==> src/hw/rtl/nalsc_pkg.sv <==
// Shared types and constants of the length-prefixed NAL to start-code converter.
package nalsc_pkg;

    // Parser phase inside a packet
    typedef enum logic [1:0] {
        PH_LEN,
        PH_PAY,
        PH_DROP
    } t_phase;

    // Work handed from the parser to the emitter
    typedef enum logic [1:0] {
        CMD_START,
        CMD_PAY,
        CMD_ERR_LEN,
        CMD_ERR_TRUNC
    } t_cmd_kind;

    typedef struct packed {
        t_cmd_kind   kind;
        logic [7:0]  data;
        logic        pend;
    } t_cmd;

    // Result status codes
    localparam logic [1:0] ST_OK    = 2'd0;
    localparam logic [1:0] ST_LEN   = 2'd1;
    localparam logic [1:0] ST_TRUNC = 2'd2;

    // Start code 00 00 01
    localparam logic [7:0] SC_ZERO = 8'h00;
    localparam logic [7:0] SC_ONE  = 8'h01;

    // Index of the last byte of a 4-byte length field
    localparam logic [1:0] LEN_LAST_IDX = 2'd3;

    // Index of the last start-code byte
    localparam logic [1:0] SC_LAST_IDX = 2'd2;

    // Width of the packet length port
    localparam int PKT_PORT_W = 24;

    // Command queue
    localparam int CMDQ_DEPTH = 4;
    localparam int CMDQ_AW    = $clog2(CMDQ_DEPTH);
    localparam int CMDQ_CW    = $clog2(CMDQ_DEPTH + 1);

endpackage

==> src/hw/rtl/length_prefixed_nal_to_start_codes.sv <==
// Top level of the length-prefixed NAL to start-code converter.
// Converts packets of NAL units, each led by a 4-byte big-endian length, into start-code
// form. One byte is taken per transaction on the input queue interface (push/full); the
// packet length is sampled with each packet's first byte. The fourth byte of every length
// field yields the three results 00 00 01, payload bytes pass through one for one, and
// length bytes 1 to 3 yield nothing. A unit length that runs past the packet end gives a
// single result with status 1, a packet ending inside a length field gives one with
// status 2; the rest of that packet is then dropped. Results already delivered stand, so
// the consumer discards any packet that ends in an error. Rate: one input byte per cycle
// while the queue has room, one result per cycle while the consumer pops. The front parser
// takes a byte every cycle while the 4-entry command queue has room; the back emitter
// drains one result per cycle, so each start code holds the emitter for three results and,
// if the queue fills, stalls input through full. A taken byte's command enters the queue,
// then its result enters the output register. No clearing pass is needed after reset.
module length_prefixed_nal_to_start_codes #(
    parameter int PACKET_SIZE_BITS = 24
) (
    input  logic                             i_clk,
    input  logic                             i_rst_n,
    input  logic                             push,
    output logic                             full,
    input  logic [7:0]                       i_data_byte,
    input  logic [nalsc_pkg::PKT_PORT_W-1:0] i_packet_bytes,
    output logic                             empty,
    input  logic                             pop,
    output logic [7:0]                       o_out_byte,
    output logic                             o_item_last,
    output logic                             o_packet_end,
    output logic [1:0]                       o_status
);
    import nalsc_pkg::*;

    logic  accept;
    logic  cmd_wr;
    t_cmd  cmd_in;
    t_cmd  cmd_head;
    logic  q_rd;
    logic  q_empty;
    logic  q_full;

    // take a byte whenever the command queue has room
    assign full   = q_full;
    assign accept = push && !q_full;

    nalsc_front #(
        .PACKET_SIZE_BITS(PACKET_SIZE_BITS)
    ) u_front (
        .i_clk          (i_clk),
        .i_rst_n        (i_rst_n),
        .i_accept       (accept),
        .i_data_byte    (i_data_byte),
        .i_packet_bytes (i_packet_bytes),
        .o_cmd_wr       (cmd_wr),
        .o_cmd          (cmd_in)
    );

    // hold classified work until the emitter can take it
    nalsc_cmdq u_cmdq (
        .i_clk    (i_clk),
        .i_rst_n  (i_rst_n),
        .i_wr     (cmd_wr),
        .i_wr_cmd (cmd_in),
        .i_rd     (q_rd),
        .o_rd_cmd (cmd_head),
        .o_empty  (q_empty),
        .o_full   (q_full)
    );

    // expand commands into result transactions
    nalsc_back u_back (
        .i_clk        (i_clk),
        .i_rst_n      (i_rst_n),
        .i_q_empty    (q_empty),
        .i_q_cmd      (cmd_head),
        .o_q_rd       (q_rd),
        .pop          (pop),
        .empty        (empty),
        .o_out_byte   (o_out_byte),
        .o_item_last  (o_item_last),
        .o_packet_end (o_packet_end),
        .o_status     (o_status)
    );

endmodule

==> src/hw/rtl/nalsc_front.sv <==
// Front end: parses length fields and classifies each input byte into a command.
module nalsc_front #(
    parameter int PACKET_SIZE_BITS = 24
) (
    input  logic                             i_clk,
    input  logic                             i_rst_n,
    input  logic                             i_accept,
    input  logic [7:0]                       i_data_byte,
    input  logic [nalsc_pkg::PKT_PORT_W-1:0] i_packet_bytes,
    output logic                             o_cmd_wr,
    output nalsc_pkg::t_cmd                  o_cmd
);
    import nalsc_pkg::*;

    localparam int PKT_W = (PACKET_SIZE_BITS < PKT_PORT_W) ? PACKET_SIZE_BITS : PKT_PORT_W;

    t_phase             r_phase, n_phase, cur_phase;
    logic [1:0]         r_cnt, n_cnt, cur_cnt;
    logic [23:0]        r_acc, n_acc, cur_acc;
    logic [PKT_W-1:0]   r_pay, n_pay, cur_pay;
    logic [PKT_W-1:0]   r_left, n_left, cur_left;
    logic [PKT_W-1:0]   size_in;
    logic [PKT_W-1:0]   rem;
    logic [31:0]        len;
    logic               pend;
    logic               emit;

    always_comb begin
        cur_phase = r_phase;
        cur_cnt   = r_cnt;
        cur_acc   = r_acc;
        cur_pay   = r_pay;
        cur_left  = r_left;
        size_in   = i_packet_bytes[PKT_W-1:0];
        // sample the packet length on its first byte
        if (r_left == '0) begin
            cur_left  = (size_in == '0) ? PKT_W'(1) : size_in;
            cur_phase = PH_LEN;
            cur_cnt   = '0;
            cur_acc   = '0;
            cur_pay   = '0;
        end
        rem  = cur_left - PKT_W'(1);
        pend = (rem == '0);
        len  = {cur_acc, i_data_byte};

        n_phase = cur_phase;
        n_cnt   = cur_cnt;
        n_acc   = cur_acc;
        n_pay   = cur_pay;
        n_left  = rem;
        emit    = 1'b0;
        o_cmd   = '{kind: CMD_PAY, data: i_data_byte, pend: pend};

        case (cur_phase)
            PH_LEN: begin
                if (cur_cnt == LEN_LAST_IDX) begin
                    n_cnt = '0;
                    n_acc = '0;
                    emit  = 1'b1;
                    if (len > 32'(rem)) begin
                        n_phase    = PH_DROP;
                        o_cmd.kind = CMD_ERR_LEN;
                    end else begin
                        o_cmd.kind = CMD_START;
                        if (len == '0) begin
                            n_phase = PH_LEN;
                        end else begin
                            n_phase = PH_PAY;
                            n_pay   = len[PKT_W-1:0];
                        end
                    end
                end else begin
                    n_cnt = cur_cnt + 2'd1;
                    n_acc = {cur_acc[15:0], i_data_byte};
                    if (pend) begin
                        // packet ends inside the length field
                        n_phase    = PH_DROP;
                        n_cnt      = '0;
                        n_acc      = '0;
                        emit       = 1'b1;
                        o_cmd.kind = CMD_ERR_TRUNC;
                    end
                end
            end
            PH_PAY: begin
                emit = 1'b1;
                if (cur_pay != '0) begin
                    n_pay = cur_pay - PKT_W'(1);
                end
                if (n_pay == '0) begin
                    n_phase = PH_LEN;
                    n_cnt   = '0;
                    n_acc   = '0;
                end
            end
            default: begin
                // drop until the packet ends
            end
        endcase
        o_cmd_wr = i_accept && emit;
    end

    always_ff @(posedge i_clk) begin
        if (!i_rst_n) begin
            r_phase <= PH_LEN;
            r_cnt   <= '0;
            r_acc   <= '0;
            r_pay   <= '0;
            r_left  <= '0;
        end else if (i_accept) begin
            r_phase <= n_phase;
            r_cnt   <= n_cnt;
            r_acc   <= n_acc;
            r_pay   <= n_pay;
            r_left  <= n_left;
        end
    end

endmodule

==> src/hw/rtl/nalsc_cmdq.sv <==
// Short command queue between the parser and the emitter.
module nalsc_cmdq (
    input  logic            i_clk,
    input  logic            i_rst_n,
    input  logic            i_wr,
    input  nalsc_pkg::t_cmd i_wr_cmd,
    input  logic            i_rd,
    output nalsc_pkg::t_cmd o_rd_cmd,
    output logic            o_empty,
    output logic            o_full
);
    import nalsc_pkg::*;

    t_cmd                r_mem [CMDQ_DEPTH];
    logic [CMDQ_AW-1:0]  r_wr_ptr;
    logic [CMDQ_AW-1:0]  r_rd_ptr;
    logic [CMDQ_CW-1:0]  r_count;

    assign o_empty  = (r_count == '0);
    assign o_full   = (r_count == CMDQ_CW'(CMDQ_DEPTH));
    assign o_rd_cmd = r_mem[r_rd_ptr];

    always_ff @(posedge i_clk) begin
        if (i_wr) begin
            r_mem[r_wr_ptr] <= i_wr_cmd;
        end
    end

    always_ff @(posedge i_clk) begin
        if (!i_rst_n) begin
            r_wr_ptr <= '0;
            r_rd_ptr <= '0;
            r_count  <= '0;
        end else begin
            if (i_wr) begin
                r_wr_ptr <= r_wr_ptr + CMDQ_AW'(1);
            end
            if (i_rd) begin
                r_rd_ptr <= r_rd_ptr + CMDQ_AW'(1);
            end
            case ({i_wr, i_rd})
                2'b10:   r_count <= r_count + CMDQ_CW'(1);
                2'b01:   r_count <= r_count - CMDQ_CW'(1);
                default: r_count <= r_count;
            endcase
        end
    end

endmodule

==> src/hw/rtl/nalsc_back.sv <==
// Back end: expands queued commands into result bytes behind an output register.
module nalsc_back (
    input  logic            i_clk,
    input  logic            i_rst_n,
    input  logic            i_q_empty,
    input  nalsc_pkg::t_cmd i_q_cmd,
    output logic            o_q_rd,
    input  logic            pop,
    output logic            empty,
    output logic [7:0]      o_out_byte,
    output logic            o_item_last,
    output logic            o_packet_end,
    output logic [1:0]      o_status
);
    import nalsc_pkg::*;

    logic        r_valid;
    logic [1:0]  r_sub, n_sub;
    logic [7:0]  r_byte, n_byte;
    logic        r_last, n_last;
    logic        r_pend, n_pend;
    logic [1:0]  r_st, n_st;
    logic        load;

    // refill the output register when it is free or being taken
    assign load = !i_q_empty && (!r_valid || pop);

    always_comb begin
        n_sub  = r_sub;
        n_byte = i_q_cmd.data;
        n_last = 1'b1;
        n_pend = i_q_cmd.pend;
        n_st   = ST_OK;
        o_q_rd = 1'b0;
        case (i_q_cmd.kind)
            CMD_START: begin
                if (r_sub == SC_LAST_IDX) begin
                    n_byte = SC_ONE;
                    n_sub  = '0;
                    o_q_rd = load;
                end else begin
                    n_byte = SC_ZERO;
                    n_last = 1'b0;
                    n_pend = 1'b0;
                    n_sub  = r_sub + 2'd1;
                end
            end
            CMD_PAY: begin
                o_q_rd = load;
            end
            CMD_ERR_LEN: begin
                n_byte = '0;
                n_pend = 1'b1;
                n_st   = ST_LEN;
                o_q_rd = load;
            end
            default: begin
                n_byte = '0;
                n_pend = 1'b1;
                n_st   = ST_TRUNC;
                o_q_rd = load;
            end
        endcase
    end

    always_ff @(posedge i_clk) begin
        if (!i_rst_n) begin
            r_valid <= 1'b0;
            r_sub   <= '0;
        end else begin
            if (load) begin
                r_valid <= 1'b1;
                r_sub   <= n_sub;
            end else if (pop) begin
                r_valid <= 1'b0;
            end
        end
    end

    always_ff @(posedge i_clk) begin
        if (load) begin
            r_byte <= n_byte;
            r_last <= n_last;
            r_pend <= n_pend;
            r_st   <= n_st;
        end
    end

    assign empty        = !r_valid;
    assign o_out_byte   = r_byte;
    assign o_item_last  = r_last;
    assign o_packet_end = r_pend;
    assign o_status     = r_st;

    a_sub_on_start: assert property (@(posedge i_clk) disable iff (!i_rst_n)
        (r_sub != '0) |-> (!i_q_empty && i_q_cmd.kind == CMD_START))
        else $error("start-code expansion lost its command");

    a_err_shape: assert property (@(posedge i_clk) disable iff (!i_rst_n)
        (r_valid && r_st != ST_OK) |-> (r_byte == '0 && r_last && r_pend))
        else $error("error result malformed");

    a_pend_last: assert property (@(posedge i_clk) disable iff (!i_rst_n)
        (r_valid && r_pend) |-> r_last)
        else $error("packet end without item end");

endmodule

==> config.mk <==
export PLATFORM = sky130hd
export DESIGN_NAME = length_prefixed_nal_to_start_codes
export DESIGN_NICKNAME = d
export VERILOG_FILES = /design/src/hw/rtl/nalsc_pkg.sv /design/src/hw/rtl/length_prefixed_nal_to_start_codes.sv /design/src/hw/rtl/nalsc_front.sv /design/src/hw/rtl/nalsc_cmdq.sv /design/src/hw/rtl/nalsc_back.sv
export SDC_FILE = /design/constraint.sdc
export NUM_CORES = 1
export LEC_CHECK = 0
export BUFFER_PORTS_ARGS = -buffer_cell sky130_fd_sc_hd__buf_2
export CAP_MARGIN = 30
export CORE_ASPECT_RATIO = 0.6
export CORE_UTILIZATION = 47
export DETAILED_ROUTE_END_ITERATION = 8
export MAX_ROUTING_LAYER = met4
export PLACE_DENSITY = 0.65
export REMOVE_ABC_BUFFERS = 1
export SETUP_SLACK_MARGIN = 0.5
export SLEW_MARGIN = 20
export SYNTH_ARGS = -nofsm -noshare
export SYNTH_HDL_FRONTEND = slang
export SYNTH_SLANG_ARGS = --single-unit
==> constraint.sdc <==
create_clock -name i_clk -period 7.96 [get_ports i_clk]
set_clock_uncertainty 0.2 [all_clocks]
set_input_delay 1.194 -clock i_clk [delete_from_list [all_inputs] [get_ports i_clk]]
set_output_delay 1.194 -clock i_clk [all_outputs]
set_load 0.02 [all_outputs]
==> metrics <==
# Post-CTS Setup Buffers 0; placer congestion estimate 0.994; clock buffer depth 2; top cells by area, synth dfxtp_1 (19%), edfxtp_1 (19%), ha_1 (4.7%), nand2_1 (4.0%), a21oi_1 (3.7%); Final Setup Violations 0; H-tree Lvls 4; Worst Hold Endpoint u_back.r_valid$_SDFFE_PN0P_; worst hold stages 2; TritonCTS clock tree built; pin count of the biggest net entering global routing 71; Vias 8494; final hold violation count 0; max cap viols 0; diodes inserted 0; RSZ-0062 raised after global routing no; Leak 3.77 nW; wire per inst 22.2 microns; Setup CP Type in -> reg; detailed placement HPWL 21.3 mm; GR Overflow Total 0; fin crit share 0.879; Slew @ Worst Pin a little over 0.9 ns; Final Critical Period 7.00 ns; Unique masters post-synth 82; flop-to-flop setup slack 1.09 ns; Sum Neg Setup Slack 0 ns; # IOs 50; Die X 181 microns; slowest CP cell nor4b_2; DR pass1 iterations 6; critical path's top delay family simple AND/OR/NAND/NOR gates; Top Layer Used met4; Crit Path Max Fanout 16; Initial Utilization 0.490; Hold Crit Class reg -> reg; Slew Limit Fails 0; clock sinks 144; syn_area_per_cell ~8.8 sq um; Die Y around 110 microns; initial antenna violation count 0; #FFs+latches synth 144; Layout area overhead 11.4%; 1st-iter DRT viols 1192; top cells by count, synth nand2_1 (97), dfxtp_1 (88), nor2_1 (67), a21oi_1 (66), o21ai_0 (63); PwrDens ~440 nW/um^2; Post-synth EDFFs 56; CP arrival 7.14 ns; relative slew slack 0.374; met2 wire length 10.1 mm; VDD IR max 0.000221 V; clock slew at reported path FFs 0.06 ns; Clock Latency Late Sink 0.42 ns; Top FF cell, synth dfxtp_1; Post-CTS Resized 0; DR WL met3 4.86 mm; most frequent cell after synthesis nand2_1; Max Freq 143 MHz; Avg Vias per Cell 6.53; global-route usage over all layers 0.308; area leader, netlist dfxtp_1; Post-DRT Antenna Nets 0; CP startpoint kind primary input; r2r endpoint u_front.r_pay[8]$_SDFFE_PN0P_; Die ar. between 15000 and 20000 sq um; sequential area share after synthesis 0.381; FFs w/ async S/R, synth 0; core area 18400 sq um; Post-CTS Hold Fix Bufs 0; reg2reg start u_front.r_left[2]$_SDFFE_PN0P_; Worst Path Required 8.10 ns; synthesized netlist cell count 1026; Buf+Inv Stages, Crit Path 2; netlist area before placement 9030 sq um; M1 WL 13.9 mm; number of I/O port buffers 49; layout cell share with drive strength beyond 1 0.131; R2R cell count 21; Root Driver clkbuf_16; Synth top area share 0.195; Routed WL 28.9 mm; # DRC 0; Rows 38; first-pass GRT wire length around 44 mm; Synth warnings 0; Total Power 4.45 mW; outcome finished, final reports clean; CP Capture Type flop; total CTS buffers 17; Hold Crit Start u_back.r_valid$_SDFFE_PN0P_; nets around 1100; vias in the first global route 7324; CP Cell Sequence buf_2, or4_1, nor2_1, nand3_1, nand2b_1, a21oi_1, ha_1, nor4b_2, and4_1, nand3_1, o41a_1, or4_1, mux2i_1, inv_1, ha_1, nand2_1, nor3_1, and4_1, a41o_2, and2_1, mux2_2, a31oi_1; post-layout util 0.546; max incr delay on CP 0.51 ns
cell usage in the layout (no fill, tap or decap), types with 15 or more instances in the layout:
cell type,count
a21oi_1,66
a22o_1,26
a31oi_1,30
and2_1,47
and3_1,15
buf_2,49
buf_4,18
clkbuf_16,20
dfxtp_1,88
edfxtp_1,56
ha_1,34
inv_1,24
nand2_1,97
nand3_1,35
nand4_1,15
nor2_1,67
nor3_1,30
nor4_1,27
o21ai_0,62
xor2_1,18
sequential cells by signal (all words and copies together), names as in the netlist, named ones only:
name and count:
u_cmdq.r_wr_ptr 2, u_front.r_phase 2, u_back.o_item_last 1, u_back.o_out_byte 8
u_back.r_sub 2, u_front.r_pay 24, u_back.o_status 2, u_front.r_cnt 2
u_cmdq.r_rd_ptr 2, u_back.o_packet_end 1, u_front.r_left 24, u_back.r_valid 1
u_front.r_acc 24, u_cmdq.r_mem 44, u_cmdq.r_count 3
where the power goes:
group	internal (mW)	total (mW)	switching, mW
registers	0.902	1.10	0.198
logic	0.902	2.50	1.60
clock network	0.523	0.844	0.321
per-stage QoR:
stage / hold slack [ns] / setup slack [ns] / instances / instance area (sq um)
finish: 0.283 / 0.960 / 1300 / 10100
global route: 0.306 / 0.708 / 1300 / 10100
global placement: 0.266 / 0.847 / 1267 / 9420
floorplan: 0.243 / 1.54 / 960 / 8730
detailed placement: 0.266 / 0.669 / 1267 / 9420
CTS: 0.284 / 1.07 / 1299 / 10100
worst max path at each step:
stage,startpoint,to,cells after the start
floorplan,u_front.r_left[7]$_SDFFE_PN0P_,u_front.r_pay[8]$_SDFFE_PN0P_,18
global placement,i_packet_bytes[9],u_cmdq.r_count[2]$_SDFFE_PN0P_,23
detailed placement,i_packet_bytes[9],u_front.r_pay[8]$_SDFFE_PN0P_,22
finish,i_packet_bytes[9],u_front.r_pay[8]$_SDFFE_PN0P_,22
CTS,i_packet_bytes[9],u_front.r_pay[18]$_SDFFE_PN0P_,22
global route,i_packet_bytes[9],u_cmdq.r_count[2]$_SDFFE_PN0P_,23
final cells by class:
type | count | area, sq um
well taps | 240 | 300
clock buffers | 23 | 513
flip-flops and latches | 144 | 3440
repair buffers | 68 | 392
clock inverters | 9 | 116
multi-input cells | 791 | 5210
inverters | 25 | 93.8
fillers | 1660 | 8380
worst min-delay path, delay by kind of cell (launching register included):
kind | cells | cell delay [ns]
DFF | 1 | 0.31
and+or+nand+nor | 1 | 0.06
AOI/OAI and AO/OA | 1 | 0.06
routing by layer:
metal / vias to the layer above / track usage
met5: - / -
met4: 0 / 0.0454
met3: 19 / 0.126
met2: 593 / 0.356
met1: 3975 / 0.476
li1: 3907 / -
cell families (layout without fill, tap and decap cells):
kind of cell / Yosys count / after routing / share of synthesized area
AND/OR/NAND/NOR: 412 / 412 / 0.243
AO/OA/AOI/OAI: 297 / 297 / 0.220
flip-flops: 144 / 144 / 0.381
buffers and inverters: 91 / 125 / 0.0436
adder cells (fa/ha/maj): 35 / 35 / 0.0493
XOR/XNOR: 28 / 28 / 0.0271
multiplexers: 19 / 19 / 0.0366
Power figures use the tool's default switching activity.
